===== src/hw/rtl/modexp_pkg.sv =====
package modexp_pkg;

  // Default word width of the base, the modulus, the exponent and the result.
  localparam int WORD_BITS = 32;

  // Register values after reset.
  localparam int MODULUS_RESET  = 17;
  localparam int EXPONENT_RESET = 6;

  // Configuration register indexes.
  localparam int CFG_INDEX_BITS = 1;
  localparam logic [CFG_INDEX_BITS-1:0] REG_MODULUS  = 1'b0;
  localparam logic [CFG_INDEX_BITS-1:0] REG_EXPONENT = 1'b1;

  // Commands from the controller to the datapath.
  typedef struct packed {
    logic load;       // take a new base, start reducing it, set the power to one
    logic start_sq;   // start squaring the running power
    logic start_mb;   // start multiplying the running power by the reduced base
    logic step;       // one double-and-add step of the modular product
    logic save_base;  // keep the finished product as the reduced base
    logic save_acc;   // keep the finished product as the running power
    logic exp_shift;  // move to the next exponent bit
    logic write_out;  // load the result register
  } dp_cmd_t;

  // Status from the datapath to the controller.
  typedef struct packed {
    logic exp_msb;    // current exponent bit
    logic out_busy;   // result register holds a request that is stalled
  } dp_status_t;

endpackage


===== src/hw/rtl/modexp_dp.sv =====
module modexp_dp #(
  parameter int WORD_BITS = modexp_pkg::WORD_BITS
) (
  input  logic                   clk,
  input  logic                   rst,
  input  modexp_pkg::dp_cmd_t    cmd,
  output modexp_pkg::dp_status_t status,
  input  logic [WORD_BITS-1:0]   base,
  input  logic [WORD_BITS-1:0]   modulus,
  input  logic [WORD_BITS-1:0]   exponent,
  output logic [WORD_BITS-1:0]   power_mod,
  output logic                   out_valid,
  input  logic                   out_stall
);

  logic [WORD_BITS-1:0] mul_x;
  logic [WORD_BITS-1:0] mul_y;
  logic [WORD_BITS-1:0] prod;
  logic [WORD_BITS-1:0] prod_next;
  logic [WORD_BITS-1:0] base_red;
  logic [WORD_BITS-1:0] acc;
  logic [WORD_BITS-1:0] exp_sh;
  logic [WORD_BITS+1:0] addend;
  logic [WORD_BITS+1:0] sum;
  logic [WORD_BITS+1:0] mod_1x;
  logic [WORD_BITS+1:0] mod_2x;
  logic [WORD_BITS+1:0] sum_red;
  logic                 small_mod;

  // One double-and-add step: 2*prod + x*bit lies below 3n, so at most one
  // of n or 2n has to come off.
  always_comb begin
    addend  = mul_y[WORD_BITS-1] ? {2'b00, mul_x} : '0;
    sum     = {1'b0, prod, 1'b0} + addend;
    mod_1x  = {2'b00, modulus};
    mod_2x  = {1'b0, modulus, 1'b0};
    if (sum >= mod_2x) begin
      sum_red = sum - mod_2x;
    end else if (sum >= mod_1x) begin
      sum_red = sum - mod_1x;
    end else begin
      sum_red = sum;
    end
    prod_next = sum_red[WORD_BITS-1:0];
  end

  // A modulus of zero or one leaves only the residue zero.
  assign small_mod = (modulus[WORD_BITS-1:1] == '0);

  // Operand, product, power and exponent registers.
  always_ff @(posedge clk) begin
    if (cmd.load) begin
      mul_x  <= WORD_BITS'(1);
      mul_y  <= base;
      prod   <= '0;
      acc    <= WORD_BITS'(1);
      exp_sh <= exponent;
    end
    if (cmd.start_sq) begin
      mul_x <= acc;
      mul_y <= acc;
      prod  <= '0;
    end
    if (cmd.start_mb) begin
      mul_x <= acc;
      mul_y <= base_red;
      prod  <= '0;
    end
    if (cmd.step) begin
      prod  <= prod_next;
      mul_y <= {mul_y[WORD_BITS-2:0], 1'b0};
    end
    if (cmd.save_base) begin
      base_red <= prod_next;
    end
    if (cmd.save_acc) begin
      acc <= prod_next;
    end
    if (cmd.exp_shift) begin
      exp_sh <= {exp_sh[WORD_BITS-2:0], 1'b0};
    end
    if (cmd.write_out) begin
      power_mod <= small_mod ? '0 : acc;
    end
  end

  // Result request valid.
  always_ff @(posedge clk) begin
    if (rst) begin
      out_valid <= 1'b0;
    end else if (cmd.write_out) begin
      out_valid <= 1'b1;
    end else if (!out_stall) begin
      out_valid <= 1'b0;
    end
  end

  assign status.exp_msb  = exp_sh[WORD_BITS-1];
  assign status.out_busy = out_valid && out_stall;

endmodule


===== src/hw/rtl/modexp_ctrl.sv =====
module modexp_ctrl #(
  parameter int WORD_BITS = modexp_pkg::WORD_BITS
) (
  input  logic                   clk,
  input  logic                   rst,
  input  logic                   in_valid,
  output logic                   in_stall,
  output modexp_pkg::dp_cmd_t    cmd,
  input  modexp_pkg::dp_status_t status
);

  localparam int CNT_BITS = $clog2(WORD_BITS);
  localparam logic [CNT_BITS-1:0] CNT_LAST = CNT_BITS'(WORD_BITS - 1);

  localparam logic [2:0] ST_IDLE     = 3'd0;
  localparam logic [2:0] ST_REDUCE   = 3'd1;
  localparam logic [2:0] ST_SQ_SETUP = 3'd2;
  localparam logic [2:0] ST_SQ       = 3'd3;
  localparam logic [2:0] ST_MB_SETUP = 3'd4;
  localparam logic [2:0] ST_MB       = 3'd5;
  localparam logic [2:0] ST_FINISH   = 3'd6;

  logic [2:0]          state;
  logic [2:0]          state_next;
  logic [CNT_BITS-1:0] cnt;
  logic [CNT_BITS-1:0] cnt_next;
  logic [CNT_BITS-1:0] ecnt;
  logic [CNT_BITS-1:0] ecnt_next;
  logic                bit_done;

  // Next state, counters and datapath commands.
  always_comb begin
    state_next = state;
    cnt_next   = cnt;
    ecnt_next  = ecnt;
    cmd        = '0;
    bit_done   = 1'b0;
    in_stall   = (state != ST_IDLE);
    case (state)
      ST_IDLE: begin
        if (in_valid) begin
          cmd.load   = 1'b1;
          cnt_next   = CNT_LAST;
          state_next = ST_REDUCE;
        end
      end
      ST_REDUCE: begin
        cmd.step = 1'b1;
        if (cnt == '0) begin
          cmd.save_base = 1'b1;
          ecnt_next     = CNT_LAST;
          state_next    = ST_SQ_SETUP;
        end else begin
          cnt_next = cnt - 1'b1;
        end
      end
      ST_SQ_SETUP: begin
        cmd.start_sq = 1'b1;
        cnt_next     = CNT_LAST;
        state_next   = ST_SQ;
      end
      ST_SQ: begin
        cmd.step = 1'b1;
        if (cnt == '0) begin
          cmd.save_acc = 1'b1;
          if (status.exp_msb) begin
            state_next = ST_MB_SETUP;
          end else begin
            bit_done = 1'b1;
          end
        end else begin
          cnt_next = cnt - 1'b1;
        end
      end
      ST_MB_SETUP: begin
        cmd.start_mb = 1'b1;
        cnt_next     = CNT_LAST;
        state_next   = ST_MB;
      end
      ST_MB: begin
        cmd.step = 1'b1;
        if (cnt == '0) begin
          cmd.save_acc = 1'b1;
          bit_done     = 1'b1;
        end else begin
          cnt_next = cnt - 1'b1;
        end
      end
      ST_FINISH: begin
        if (!status.out_busy) begin
          cmd.write_out = 1'b1;
          state_next    = ST_IDLE;
        end
      end
      default: begin
        state_next = ST_IDLE;
      end
    endcase

    // Move on to the next exponent bit, or finish after the last one.
    if (bit_done) begin
      cmd.exp_shift = 1'b1;
      if (ecnt == '0) begin
        state_next = ST_FINISH;
      end else begin
        ecnt_next  = ecnt - 1'b1;
        state_next = ST_SQ_SETUP;
      end
    end
  end

  // State register.
  always_ff @(posedge clk) begin
    if (rst) begin
      state <= ST_IDLE;
      cnt   <= '0;
      ecnt  <= '0;
    end else begin
      state <= state_next;
      cnt   <= cnt_next;
      ecnt  <= ecnt_next;
    end
  end

endmodule


===== src/hw/rtl/modular_exponentiation.sv =====
// Sequence: the request is taken and the base is reduced, then per exponent bit the power is
// squared and, where the bit is set, multiplied by the reduced base; last the result register
// is loaded.
// Throughput: one item at a time on a single bit-serial modular multiplier; the next request
// is taken once the result is loaded, even while that result still waits in the register.
// Reset (synchronous, active high) sets the modulus to 17, the exponent to 6, idles the core.
module modular_exponentiation #(
  parameter int WORD_BITS = modexp_pkg::WORD_BITS
) (
  input  logic                                clk,
  input  logic                                rst,
  input  logic                                cfg_write,
  input  logic [modexp_pkg::CFG_INDEX_BITS-1:0] cfg_index,
  input  logic [WORD_BITS-1:0]                cfg_data,
  input  logic                                in_valid,
  output logic                                in_stall,
  input  logic [WORD_BITS-1:0]                base,
  output logic                                out_valid,
  input  logic                                out_stall,
  output logic [WORD_BITS-1:0]                power_mod
);

  logic [WORD_BITS-1:0]   modulus;
  logic [WORD_BITS-1:0]   exponent;
  modexp_pkg::dp_cmd_t    cmd;
  modexp_pkg::dp_status_t status;

  // Configuration registers.
  always_ff @(posedge clk) begin
    if (rst) begin
      modulus  <= WORD_BITS'(modexp_pkg::MODULUS_RESET);
      exponent <= WORD_BITS'(modexp_pkg::EXPONENT_RESET);
    end else if (cfg_write) begin
      case (cfg_index)
        modexp_pkg::REG_MODULUS:  modulus  <= cfg_data;
        modexp_pkg::REG_EXPONENT: exponent <= cfg_data;
        default: ;
      endcase
    end
  end

  modexp_ctrl #(
    .WORD_BITS(WORD_BITS)
  ) u_ctrl (
    .clk      (clk),
    .rst      (rst),
    .in_valid (in_valid),
    .in_stall (in_stall),
    .cmd      (cmd),
    .status   (status)
  );

  modexp_dp #(
    .WORD_BITS(WORD_BITS)
  ) u_dp (
    .clk       (clk),
    .rst       (rst),
    .cmd       (cmd),
    .status    (status),
    .base      (base),
    .modulus   (modulus),
    .exponent  (exponent),
    .power_mod (power_mod),
    .out_valid (out_valid),
    .out_stall (out_stall)
  );

  // A new base is loaded only on an accepted request.
  assert property (@(posedge clk) disable iff (rst)
    cmd.load |-> (in_valid && !in_stall))
    else $error("base loaded without an accepted request");

  // After a request is taken the core is busy in the next cycle.
  assert property (@(posedge clk) disable iff (rst)
    (in_valid && !in_stall) |=> in_stall)
    else $error("core not busy after accepting a request");

  // The result register is never overwritten while its request is stalled.
  assert property (@(posedge clk) disable iff (rst)
    cmd.write_out |-> !(out_valid && out_stall))
    else $error("result overwritten while stalled");

  // Every delivered result is a proper residue of a modulus above one.
  assert property (@(posedge clk) disable iff (rst)
    (out_valid && (modulus > WORD_BITS'(1))) |-> (power_mod < modulus))
    else $error("result not reduced below the modulus");

endmodule


===== config.mk =====
export PLATFORM = sky130hd
export DESIGN_NAME = modular_exponentiation
export DESIGN_NICKNAME = d
export VERILOG_FILES = /design/src/hw/rtl/modexp_pkg.sv /design/src/hw/rtl/modexp_dp.sv /design/src/hw/rtl/modexp_ctrl.sv /design/src/hw/rtl/modular_exponentiation.sv
export SDC_FILE = /design/constraint.sdc
export NUM_CORES = 1
export LEC_CHECK = 0
export ABC_AREA = 1
export ABC_CLOCK_PERIOD_IN_PS = 9300
export BUFFER_PORTS_ARGS = -buffer_cell sky130_fd_sc_hd__buf_4
export CAP_MARGIN = 0
export CORE_ASPECT_RATIO = 0.6
export CORE_MARGIN = 2
export CORE_UTILIZATION = 30
export CTS_CLUSTER_SIZE = 16
export DETAILED_ROUTE_END_ITERATION = 10
export PLACE_DENSITY = 0.54
export SETUP_SLACK_MARGIN = 0.15
export SLEW_MARGIN = 0
export SYNTH_ARGS = -nofsm -noshare
export SYNTH_HDL_FRONTEND = slang
export SYNTH_SLANG_ARGS = --single-unit

===== constraint.sdc =====
create_clock -name clk -period 9.3 [get_ports clk]
set_input_delay 2.325 -clock clk [delete_from_list [all_inputs] [get_ports clk]]
set_output_delay 2.325 -clock clk [all_outputs]
set_load 0.01 [all_outputs]

==> results <==
- The run finished with clean final reports.
- The endpoint arrival time on the critical path is 6590 ps.
- The wire length of the first global-routing pass is 98410 um.
- The net total in the final layout is 2810.
- After synthesis, the cell types taking the most area are edfxtp_1, nand2_1, dfxtp_1.
- The number of hold-repair buffers added at the cts stage is 0.
- The clock skew is 25.53 ps.
- Of the available clock period, the critical path in the final layout requires 0.6740.
- In this run the number of H-tree levels came out at 1.
- In the final routed layout, each cell accounts on average for 18.48 um.
- Once detail routing completed, the nets flagged for antenna violations numbered 0.
- In the routed layout, each cell is associated on average with a via count of 4.801.
- The type of destination of the critical path is a register.
- The largest incremental delay on the critical path is 640 ps.
- The worst setup slack after layout is 3032 ps.
- The tree is rooted in a clkbuf_16.
- Setup repair after global routing left no endpoint under its margin.
- Synthesis produced a netlist whose cell count is 2552.
- Yosys mapped a number of flops with a built-in enable equal to 222.
- Across every metal layer, demand over resource in global routing totals 0.1922.
- The count of pins over their slew limit came to 0.
- Subtracting the final worst setup slack from the clock period gives 6268 ps.
- The fraction of layout instances using a drive strength above 1 is 0.1099.
- The max capacitance violation total is 0.
- The number of cells on the worst reg-to-reg path is 32.
- The number of DRC markers after the initial detailed-route iteration is 1656.
- For this run the aggregate overflow at the end of global routing stands at 0.
- Of the post-synthesis cell area, the dominant cell type holds 0.3441.
- The path category of the worst min-delay check is reg -> reg.
- The die is 200.9 um tall.
- The net count of the mapped netlist is 2722.
- For this configuration, the core starts out at a cell density of 0.3021.
- The sequential cell area fraction in the yosys report is 0.4267.
- The final hold violation count is 0.
- The initial antenna violation count is 1.
- The dominant cell by count in the synthesized netlist is nand2_1.
- The share of synthesized flip-flops with an asynchronous set or reset is 0.
- The post-place setup slack is 3252 ps.
- The first detailed-routing pass took 5 iterations.
- After floorplanning, the core was sized to cover 0.06414 mm^2.
- The DRC violations left is 0.
- The final layout contains routed wiring with a total length of 64990 um.
- In this run, synthesis produced a sequential element count of 302.
- The maximum achievable frequency is 159.5 MHz.
- The half-perimeter wire length of the detailed placement result is 51010 um.
- The worst-case headroom to the max-slew limit is 0.2408.
- The antenna cell count is 0.
- For this run, the number of Yosys warnings is 0.
- Data on the critical path is required at its endpoint by 9620 ps.
- The initialized floorplan defines 72 standard-cell rows.
- Counting every sink on the clock net gives 302.
- The startpoint of the worst-slack reg-to-reg timing path is u_dp.mul_y[31].
- The CTS tree is yes.
- After clock tree synthesis, the clock-pin slew on the worst setup and hold paths is 80 ps.
- The critical path is of the reg -> reg type.
- The number of post-CTS setup repair buffers is 0.
- Among all stages on the critical path, the largest delay is contributed by inv_2.
- After routing, the total negative slack on setup checks comes to 0 ps.
- The number of instances resized during post-cts repair is 0.
- The die width is 332.1 um.
- From synthesis to final layout, the design area changed by 14.15%.
- The number of CTS-inserted buffers is 31.
- The final weighted congestion of routability-driven global placement is 1.005.
- Along the worst hold path, the cell count comes to 2.
- The peak fanout along the critical path is 32.
- During I/O placement, the number of pins put on the boundary was 104.
- The endpoint of the most critical register-to-register path is u_dp.prod[3].
- For the pin with the worst max-slew slack, the measured transition is 1137 ps.
- The number of distinct standard cells referenced by the synthesized netlist is 52.
- For hold timing, the worst endpoint is exponent[1].
- The cell that appears most often on the critical path is nand2_1.
- The cell taking the most area after synthesis is edfxtp_1.
- The number of inserted filler cells in the final layout is 6930.
- The primary flip-flop cell chosen by synthesis mapping is edfxtp_1.
- STA classifies the critical path startpoint as a register.
- In this run the most critical hold path is launched from exponent[1].
- The largest net degree at the start of global routing is 78.
- The maximum count of clock buffers along a single path is 3.
- The mapped netlist covers 0.01938 mm^2.
- Summing over every cut layer, the via total after detailed routing is 16882.
- The die area is 0.06670 mm^2.
- The setup check on the worst reg-to-reg path leaves a slack of 3030 ps.
- Setup violations remaining at the end of the flow were counted as 0.
- The via count of the first global-routing pass was 15752.
- In the synthesized netlist, the cells that appear most often are nand2_1, inv_1, nor2_1, edfxtp_1, a21oi_1.
- The mean area per synthesized cell is 7.593 um^2.
- Port buffering added 103 buffers.
- The clock latency on the worst-skew pair is 620 ps.
==> area by class of cell <==
type	instances	area [um^2]	share of cell area
Multi-Input combinational cell	1813	9428	0.4262
Sequential cell	302	8268	0.3738
Inverter	370	1394	0.06302
Tap cell	851	1065	0.04814
Timing Repair Buffer	122	915.9	0.04141
Clock buffer	34	787.0	0.03558
Clock inverter	24	261.5	0.01182
==> worst max-delay path, delay by kind of cell (launching register included) <==
kind / cells / cell delay [ps]
XOR/XNOR: 1 / 480
AO/OA/AOI/OAI: 1 / 360
adder cells (fa/ha/maj): 3 / 940
flip-flops: 1 / 320
AND/OR/NAND/NOR: 20 / 2370
buffers and inverters: 7 / 1490
==> sequential cells by signal (all words and copies together), names as in the netlist, 3 cells and up <==
register,cells
exponent,32
modulus,32
u_ctrl.cnt,5
u_ctrl.ecnt,5
u_ctrl.state,3
u_dp.acc,32
u_dp.base_red,32
u_dp.exp_sh,32
u_dp.mul_x,32
u_dp.mul_y,32
u_dp.power_mod,32
u_dp.prod,32
==> metal layers <==
metal | share of wire | wire length, um | global-route usage
met1 | 0.52 | 33610 | 0.3044
met2 | 0.38 | 24980 | 0.2636
met3 | 0.085 | 5530 | 0.04588
met4 | 0.013 | 868 | 0.02695
met5 | 0 | 0 | 0
==> kinds of logic after synthesis <==
group                    after synthesis  synth area share
AND/OR/NAND/NOR                     1305            0.2885
buffers and inverters                437           0.08847
AO/OA/AOI/OAI                        341            0.1003
XOR/XNOR                              67           0.03029
flip-flops                           302            0.4267
adder cells (fa/ha/maj)              100           0.06574
==> worst max path at each step <==
stage,startpoint,endpoint,slack (ps)
floorplan,in_valid,u_dp.mul_y[10],4790
global placement,u_dp.mul_y[31],u_dp.prod[3],3250
detailed placement,u_dp.mul_y[31],u_dp.prod[3],3250
CTS,u_dp.mul_y[31],u_dp.prod[3],3220
global route,u_dp.mul_y[31],u_dp.acc[27],2650
finish,u_dp.mul_y[31],u_dp.prod[3],3030
==> cell usage in the layout (no fill, tap or decap), types with 4 or more instances in the layout <==
master and n:
nand2_1 710, inv_1 348, nor2_1 321, edfxtp_1 222, a21oi_1 161, buf_4 122, nand3_1 110, o21ai_0 99
ha_1 97, dfxtp_1 80, nand2_2 50, xor2_1 49, clkbuf_16 31, nand4_1 22, nand3_2 21, a221oi_1 21
o21bai_1 20, inv_2 19, nor3_1 18, xnor2_1 18, a41oi_1 12, nor2_2 11, clkinv_1 10, a21o_1 9
nor4_1 9, or2_2 5, inv_6 5, a31oi_1 5, bufinv_16 5, nor2_4 4, nand3b_1 4, and2_1 4
==> per-stage QoR <==
stage | std cells | instance area, um^2 | utilization | hold slack (ps)
after global routing | 3516 | 22120 | 0.3448 | 501.2
final | 3516 | 22120 | 0.3448 | 479.2
after detailed placement | 3458 | 21070 | 0.3285 | 458.7
after floorplan | 2552 | 19380 | - | 424.5
after global placement | 3458 | 21070 | 0.3285 | 459.6
after CTS | 3516 | 22120 | 0.3448 | 481.2
Power is not shown: default switching activity piles up to over one toggle a cycle in this logic, so the estimate is an artifact.
